### config.mk
export PLATFORM = sky130hd
export DESIGN_NAME = boot_info_module_tag_finder_top
export DESIGN_NICKNAME = d
export VERILOG_FILES = /design/src/rtl/btf_pkg.sv /design/src/rtl/boot_info_module_tag_finder_top.sv
export SDC_FILE = /design/constraint.sdc
export NUM_CORES = 1
export LEC_CHECK = 0
export BUFFER_PORTS_ARGS = -buffer_cell sky130_fd_sc_hd__clkbuf_2
export CAP_MARGIN = 15
export CORE_ASPECT_RATIO = 0.6
export CORE_MARGIN = 5
export CORE_UTILIZATION = 44
export CTS_BUF_LIST = sky130_fd_sc_hd__clkbuf_4 sky130_fd_sc_hd__clkbuf_8 sky130_fd_sc_hd__clkbuf_16
export DETAILED_ROUTE_END_ITERATION = 10
export HOLD_SLACK_MARGIN = 0.03
export MAX_ROUTING_LAYER = met4
export PLACE_DENSITY = 0.65
export SYNTH_ARGS = -nofsm -noshare
export SYNTH_HDL_FRONTEND = slang
export SYNTH_SLANG_ARGS = --single-unit
### constraint.sdc
create_clock -name clk_i -period 34.9 [get_ports clk_i]
set_clock_uncertainty 0.1 [all_clocks]
set_input_delay 3.49 -clock clk_i [delete_from_list [all_inputs] [get_ports clk_i]]
set_output_delay 3.49 -clock clk_i [all_outputs]
set_load 0.1 [all_outputs]
### src/rtl/btf_pkg.sv
package btf_pkg;

  localparam logic [2:0] ST_FOUND     = 3'd0;
  localparam logic [2:0] ST_HDR_SMALL = 3'd1;
  localparam logic [2:0] ST_TAG_SMALL = 3'd2;
  localparam logic [2:0] ST_EMPTY_MOD = 3'd3;
  localparam logic [2:0] ST_NONE      = 3'd4;

  localparam logic [31:0] TAG_END    = 32'd0;
  localparam logic [31:0] TAG_MODULE = 32'd3;

  typedef struct packed {
    logic [7:0] data_byte;
    logic       first_byte;
  } in_item_t;

  typedef struct packed {
    logic [2:0]  status;
    logic [31:0] mod_base;
    logic [31:0] mod_end;
  } out_item_t;

endpackage

### src/rtl/boot_info_module_tag_finder_top.sv
// Result: registered, shown on out_data_o in the cycle after the byte that completes it.
// Throughput: one byte per cycle; input stalls only while a result waits in the
// result register and out_ready_i is low.
// Reset: asynchronous, active low; the parser idles until a byte marked as first
// and the result register is empty.
module boot_info_module_tag_finder_top (
  input  logic              clk_i,
  input  logic              rst_ni,
  input  logic              in_valid_i,
  output logic              in_ready_o,
  input  btf_pkg::in_item_t in_data_i,
  output logic              out_valid_o,
  input  logic              out_ready_i,
  output btf_pkg::out_item_t out_data_o
);
  import btf_pkg::*;

  function automatic logic [31:0] put_byte(input logic [31:0] word, input logic [1:0] lane,
                                           input logic [7:0] b);
    logic [31:0] w;
    w = word;
    w[lane*8 +: 8] = b;
    return w;
  endfunction

  logic [33:0] offset_q, offset_d;
  logic [31:0] size_q, size_d;
  logic [33:0] tag_start_q, tag_start_d;
  logic [31:0] tag_type_q, tag_type_d;
  logic [31:0] tag_len_q, tag_len_d;
  logic [31:0] mstart_q, mstart_d;
  logic [31:0] mend_q, mend_d;
  logic        fin_q, fin_d;
  logic        out_valid_q, out_valid_d;
  out_item_t   out_data_q, out_data_d;

  logic        accept;
  logic [33:0] pos;
  logic [31:0] size_b, ttype_b, tlen_b, mstart_b, mend_b;
  logic [33:0] tstart_b;
  logic        active;
  logic        in_hdr, in_tag;
  logic [33:0] rel;
  logic [31:0] size_new, ttype_new, tlen_new, mstart_new, mend_new;
  logic [32:0] step;
  logic [33:0] tstart_next;
  logic        past_end;
  logic        emit;
  logic [2:0]  emit_status;

  assign in_ready_o = !out_valid_q || out_ready_i;
  assign accept     = in_valid_i && in_ready_o;

  // Restart on a first byte, else carry on from the held state.
  always_comb begin
    if (in_data_i.first_byte) begin
      pos      = '0;
      size_b   = '0;
      tstart_b = 34'd8;
      ttype_b  = '0;
      tlen_b   = '0;
      mstart_b = '0;
      mend_b   = '0;
      active   = 1'b1;
    end else begin
      pos      = offset_q;
      size_b   = size_q;
      tstart_b = tag_start_q;
      ttype_b  = tag_type_q;
      tlen_b   = tag_len_q;
      mstart_b = mstart_q;
      mend_b   = mend_q;
      active   = !fin_q;
    end
  end

  assign in_hdr     = (pos[33:2] == '0);
  assign rel        = pos - tstart_b;
  assign in_tag     = !in_hdr && (pos >= tstart_b) && (rel[33:4] == '0);
  assign size_new   = put_byte(size_b, pos[1:0], in_data_i.data_byte);
  assign ttype_new  = put_byte(ttype_b, rel[1:0], in_data_i.data_byte);
  assign tlen_new   = put_byte(tlen_b, rel[1:0], in_data_i.data_byte);
  assign mstart_new = put_byte(mstart_b, rel[1:0], in_data_i.data_byte);
  assign mend_new   = put_byte(mend_b, rel[1:0], in_data_i.data_byte);
  assign step       = ({1'b0, tlen_new} + 33'd7) & ~33'd7;
  assign tstart_next = tstart_b + {1'b0, step};
  assign past_end   = ({1'b0, tstart_next} + 35'd8) > {3'b000, size_b};

  always_comb begin
    offset_d    = offset_q;
    size_d      = size_q;
    tag_start_d = tag_start_q;
    tag_type_d  = tag_type_q;
    tag_len_d   = tag_len_q;
    mstart_d    = mstart_q;
    mend_d      = mend_q;
    fin_d       = fin_q;
    emit        = 1'b0;
    emit_status = ST_NONE;

    if (accept) begin
      offset_d    = pos + 34'd1;
      size_d      = size_b;
      tag_start_d = tstart_b;
      tag_type_d  = ttype_b;
      tag_len_d   = tlen_b;
      mstart_d    = mstart_b;
      mend_d      = mend_b;
      fin_d       = !active;
      if (!active) begin
        offset_d = offset_q;
      end else if (in_hdr) begin
        size_d = size_new;
        if (pos[1:0] == 2'd3 && size_new < 32'd16) begin
          emit        = 1'b1;
          emit_status = ST_HDR_SMALL;
        end
      end else if (in_tag) begin
        case (rel[3:2])
          2'd0: tag_type_d = ttype_new;
          2'd1: begin
            tag_len_d = tlen_new;
            if (rel[1:0] == 2'd3) begin
              if (tlen_new < 32'd8) begin
                emit        = 1'b1;
                emit_status = ST_TAG_SMALL;
              end else if (ttype_b == TAG_END) begin
                emit        = 1'b1;
                emit_status = ST_NONE;
              end else if (ttype_b != TAG_MODULE) begin
                tag_start_d = tstart_next;
                tag_type_d  = '0;
                tag_len_d   = '0;
                if (past_end) begin
                  emit        = 1'b1;
                  emit_status = ST_NONE;
                end
              end
            end
          end
          2'd2: mstart_d = mstart_new;
          2'd3: begin
            mend_d = mend_new;
            if (rel[1:0] == 2'd3) begin
              emit        = 1'b1;
              emit_status = (mend_new <= mstart_b) ? ST_EMPTY_MOD : ST_FOUND;
            end
          end
          default: mend_d = mend_b;
        endcase
      end
      if (emit) begin
        fin_d = 1'b1;
      end
    end
  end

  always_comb begin
    out_data_d  = out_data_q;
    out_valid_d = out_valid_q && !out_ready_i;
    if (emit) begin
      out_valid_d         = 1'b1;
      out_data_d.status   = emit_status;
      out_data_d.mod_base = (emit_status == ST_FOUND) ? mstart_b : 32'd0;
      out_data_d.mod_end  = (emit_status == ST_FOUND) ? mend_new : 32'd0;
    end
  end

  always_ff @(posedge clk_i or negedge rst_ni) begin
    if (!rst_ni) begin
      offset_q    <= '0;
      size_q      <= '0;
      tag_start_q <= 34'd8;
      tag_type_q  <= '0;
      tag_len_q   <= '0;
      mstart_q    <= '0;
      mend_q      <= '0;
      fin_q       <= 1'b1;
      out_valid_q <= 1'b0;
    end else begin
      offset_q    <= offset_d;
      size_q      <= size_d;
      tag_start_q <= tag_start_d;
      tag_type_q  <= tag_type_d;
      tag_len_q   <= tag_len_d;
      mstart_q    <= mstart_d;
      mend_q      <= mend_d;
      fin_q       <= fin_d;
      out_valid_q <= out_valid_d;
    end
  end

  always_ff @(posedge clk_i) begin
    out_data_q <= out_data_d;
  end

  assign out_valid_o = out_valid_q;
  assign out_data_o  = out_data_q;

endmodule

==> impl_metrics.json <==
{
  "grt_pass1_vias": 18200,
  "startpoint_type": "input port",
  "crit_arrival_ns": 14.95,
  "cp-endpoint": "out_data_o[66]$_DFFE_PP_",
  "htree_levels": 1,
  "fin_nets": 2639,
  "grt-ovfl-total": 0,
  "synth.avg_cell_area_um2": 8.59,
  "cts-resized-gates": 0,
  "ant_nets": 0,
  "yosysSeqAreaShare_pct": 36.9,
  "finalHoldViolations": 0,
  "rsz0062_at_grt": "false",
  "cp-startpoint": "in_data_i[0]",
  "r2r_cells": 32,
  "worst_pin_slew_ns": 1.29,
  "wl_met1_mm": 38.6,
  "synthFlopType": "dfrtp_1",
  "r2r_end": "out_data_o[66]$_DFFE_PP_",
  "crit_slowest_cell": "inv_4",
  "cp_common_cell": "nand2_1",
  "grt_pass1_wl_mm": 117,
  "drcViolationCount": 0,
  "hold_buffers": 0,
  "status": "completed",
  "r2r_start": "offset_q[0]$_DFFE_PN0P_",
  "syn_nets": 2604,
  "fin_setup_tns_ns": 0,
  "clkSlewWorstSetupHoldPaths_ns": 0.07,
  "worst_setup_path_end_kind": "flop",
  "leakagePower_nw": 10.6,
  "hpwl_mm": 59.7,
  "whs_ns": 0.383,
  "hold_class": "flop to flop",
  "p_per_area_mw_per_mm2": 50.8,
  "ys_ff_latch": 297,
  "cts_tree": "done",
  "die_w_um": 292,
  "synth_edf_count": 67,
  "synthArstFlopShare_pct": 77.4,
  "clock-sinks": 297,
  "die_h_um": 179,
  "wl_mm": 77.1,
  "grt_usage_pct": 29.1,
  "crit_path_max_incr_delay_ns": 0.81,
  "synth_warnings": 0,
  "layout_commonest_cell": "nand2_1",
  "top_layer_used": "met4",
  "cts_inserted_buffers": 29,
  "grt_max_degree": 104,
  "synth_cells": 2453,
  "filler_cell_count": 4562,
  "drv_slew": 0,
  "root_buffer": "clkbuf_16",
  "setup_violations": 0,
  "r2r_slack_ns": 23.58,
  "portBuffers": 81,
  "wl_met3_mm": 10.2,
  "die-area_mm2": 0.0525,
  "vias_per_cell": 6.29,
  "met2_length_mm": 27.5,
  "clk_latency_ns": 0.58,
  "wire_per_inst_um": 24.5,
  "cap_viol_max_count": 0,
  "path_max_fanout": 97,
  "period_needed_ns": 14.87,
  "drt-initial-drc-count": 2640,
  "vias": 19900,
  "critPathRequiredTime_ns": 34.98,
  "initial_utilization_pct": 44.3,
  "fmax_ghz": 0.0673,
  "clock_path_buffers": 3,
  "gp_congestion": 1.03,
  "crit_type": "input port to flop",
  "antenna_found_initial": 3,
  "seqCellArea_mm2": 0.00777,
  "io_pins": 82,
  "num_rows": 62,
  "final_cell_mix": "nand2_1, dfrtp_1, nor2_1",
  "drt-pass1-iter-count": 6,
  "relSlewSlack_pct": 13.0,
  "synthToLayoutAreaGrowth_pct": 9.92,
  "fin_crit_sh_pct": 42.6,
  "drive_gt1_share_pct": 9.04,
  "synth_area_mm2": 0.0211,
  "yosysUniqueCellTypes": 90,
  "core-area_mm2": 0.0476,
  "irDropWorstVdd_mv": 0.0360,
  "cts_setup_buffers": 0,
  "multiInputGateArea_mm2": 0.0124
}
## per-stage QoR
stage	total power [mW]	instance area [um2]	utilization [%]	setup slack (ns)	cells
after global placement	0.826	22100	46.6	20.24	3096
final	1.18	23200	48.7	20.03	3154
after floorplan	0.683	21100	-	17.16	2453
after CTS	1.16	23100	48.6	20.37	3150
after global routing	1.22	23200	48.7	19.41	3153
after detailed placement	0.829	22100	46.6	19.80	3096
## critical path, delay by kind of cell
family	cells	cell delay (ns)
simple gates	19	5.40
compound gates	6	2.02
fa+ha+maj	4	1.66
buf+inv	5	1.61
xor+xnor	2	0.44
## synth_stat cells, types with 14 or more instances
| cell | number | area [um2] |
|---|---|---|
| dfrtp_1 | 228 | 5710 |
| edfxtp_1 | 67 | 2010 |
| a22o_1 | 56 | 490 |
| a21oi_1 | 170 | 851 |
| xnor2_1 | 65 | 569 |
| ha_1 | 136 | 1700 |
| o211ai_1 | 15 | 113 |
| o2bb2ai_1 | 54 | 473 |
| inv_1 | 122 | 458 |
| o21ai_0 | 81 | 405 |
| nand3_1 | 59 | 295 |
| xor2_1 | 52 | 455 |
| a211oi_1 | 17 | 128 |
| a21o_1 | 64 | 480 |
| mux2i_1 | 27 | 270 |
| and3_1 | 21 | 131 |
| nand4_1 | 53 | 332 |
| nor4_1 | 42 | 263 |
| o22ai_1 | 30 | 188 |
| or3_1 | 14 | 87.6 |
| nor2b_1 | 48 | 300 |
| o21a_1 | 16 | 120 |
| clkbuf_1 | 98 | 368 |
| a32oi_1 | 18 | 158 |
| nor3_1 | 57 | 285 |
| nand2_1 | 352 | 1320 |
| and2_1 | 46 | 288 |
| nor2_1 | 205 | 769 |
## cell families after synthesis
| group | Yosys count | share of synthesized area, % |
|---|---|---|
| and+or+nand+nor | 980 | 22.6 |
| DFF | 297 | 36.9 |
| muxes | 39 | 1.92 |
| xor gates and xnor gates | 117 | 4.86 |
| adders and majority gates | 138 | 8.27 |
| AOI/OAI and AO/OA | 640 | 20.9 |
| buffers and inverters | 242 | 4.51 |
## power by group
group / switching, mW / total (mW) / internal [mW] / leakage (nW)
Combinational: 0.339 / 0.454 / 0.115 / 6.33
Clock: 0.148 / 0.333 / 0.185 / 0.491
Sequential: 0.0128 / 0.389 / 0.376 / 3.83
## registers in the layout, summed over array words and instances (netlist names)
| name | count |
|---|---|
| fin_q | 1 |
| mend_q | 32 |
| mstart_q | 32 |
| offset_q | 34 |
| out_data_o | 67 |
| out_valid_o | 1 |
| size_q | 32 |
| tag_len_q | 32 |
| tag_start_q | 34 |
| tag_type_q | 32 |
## how the worst min path moves through the flow
stage                         startpoint                   endpoint  slack, ns  depth (start not counted)
2_1_floorplan   mstart_q[23]$_DFFE_PN0P_   mstart_q[23]$_DFFE_PN0P_       0.35                          1
3_3_place_gp   tag_len_q[18]$_DFFE_PN0P_  tag_len_q[18]$_DFFE_PN0P_       0.37                          2
3_5_place_dp    mstart_q[23]$_DFFE_PN0P_   mstart_q[23]$_DFFE_PN0P_       0.37                          1
4_1_cts         mstart_q[23]$_DFFE_PN0P_   mstart_q[23]$_DFFE_PN0P_       0.38                          1
5_1_grt         mstart_q[23]$_DFFE_PN0P_   mstart_q[23]$_DFFE_PN0P_       0.40                          1
6_report        mstart_q[23]$_DFFE_PN0P_   mstart_q[23]$_DFFE_PN0P_       0.38                          1
## final cells by class
class | instances | area share, %
Sequential cell | 297 | 33.6
Multi-Input combinational cell | 1914 | 53.5
Clock inverter | 19 | 0.821
Clock buffer | 35 | 3.41
Timing Repair Buffer | 124 | 3.27
Antenna cell | 3 | 0.0324
Inverter | 122 | 1.99
Tap cell | 640 | 3.46
## metal layers
layer / up-vias / GRT usage (%)
li1: 8991 / -
met1: 9773 / 47.6
met2: 1024 / 34.2
met3: 63 / 10.3
met4: 0 / 2.74
met5: - / -
Power figures use the tool's default switching activity.
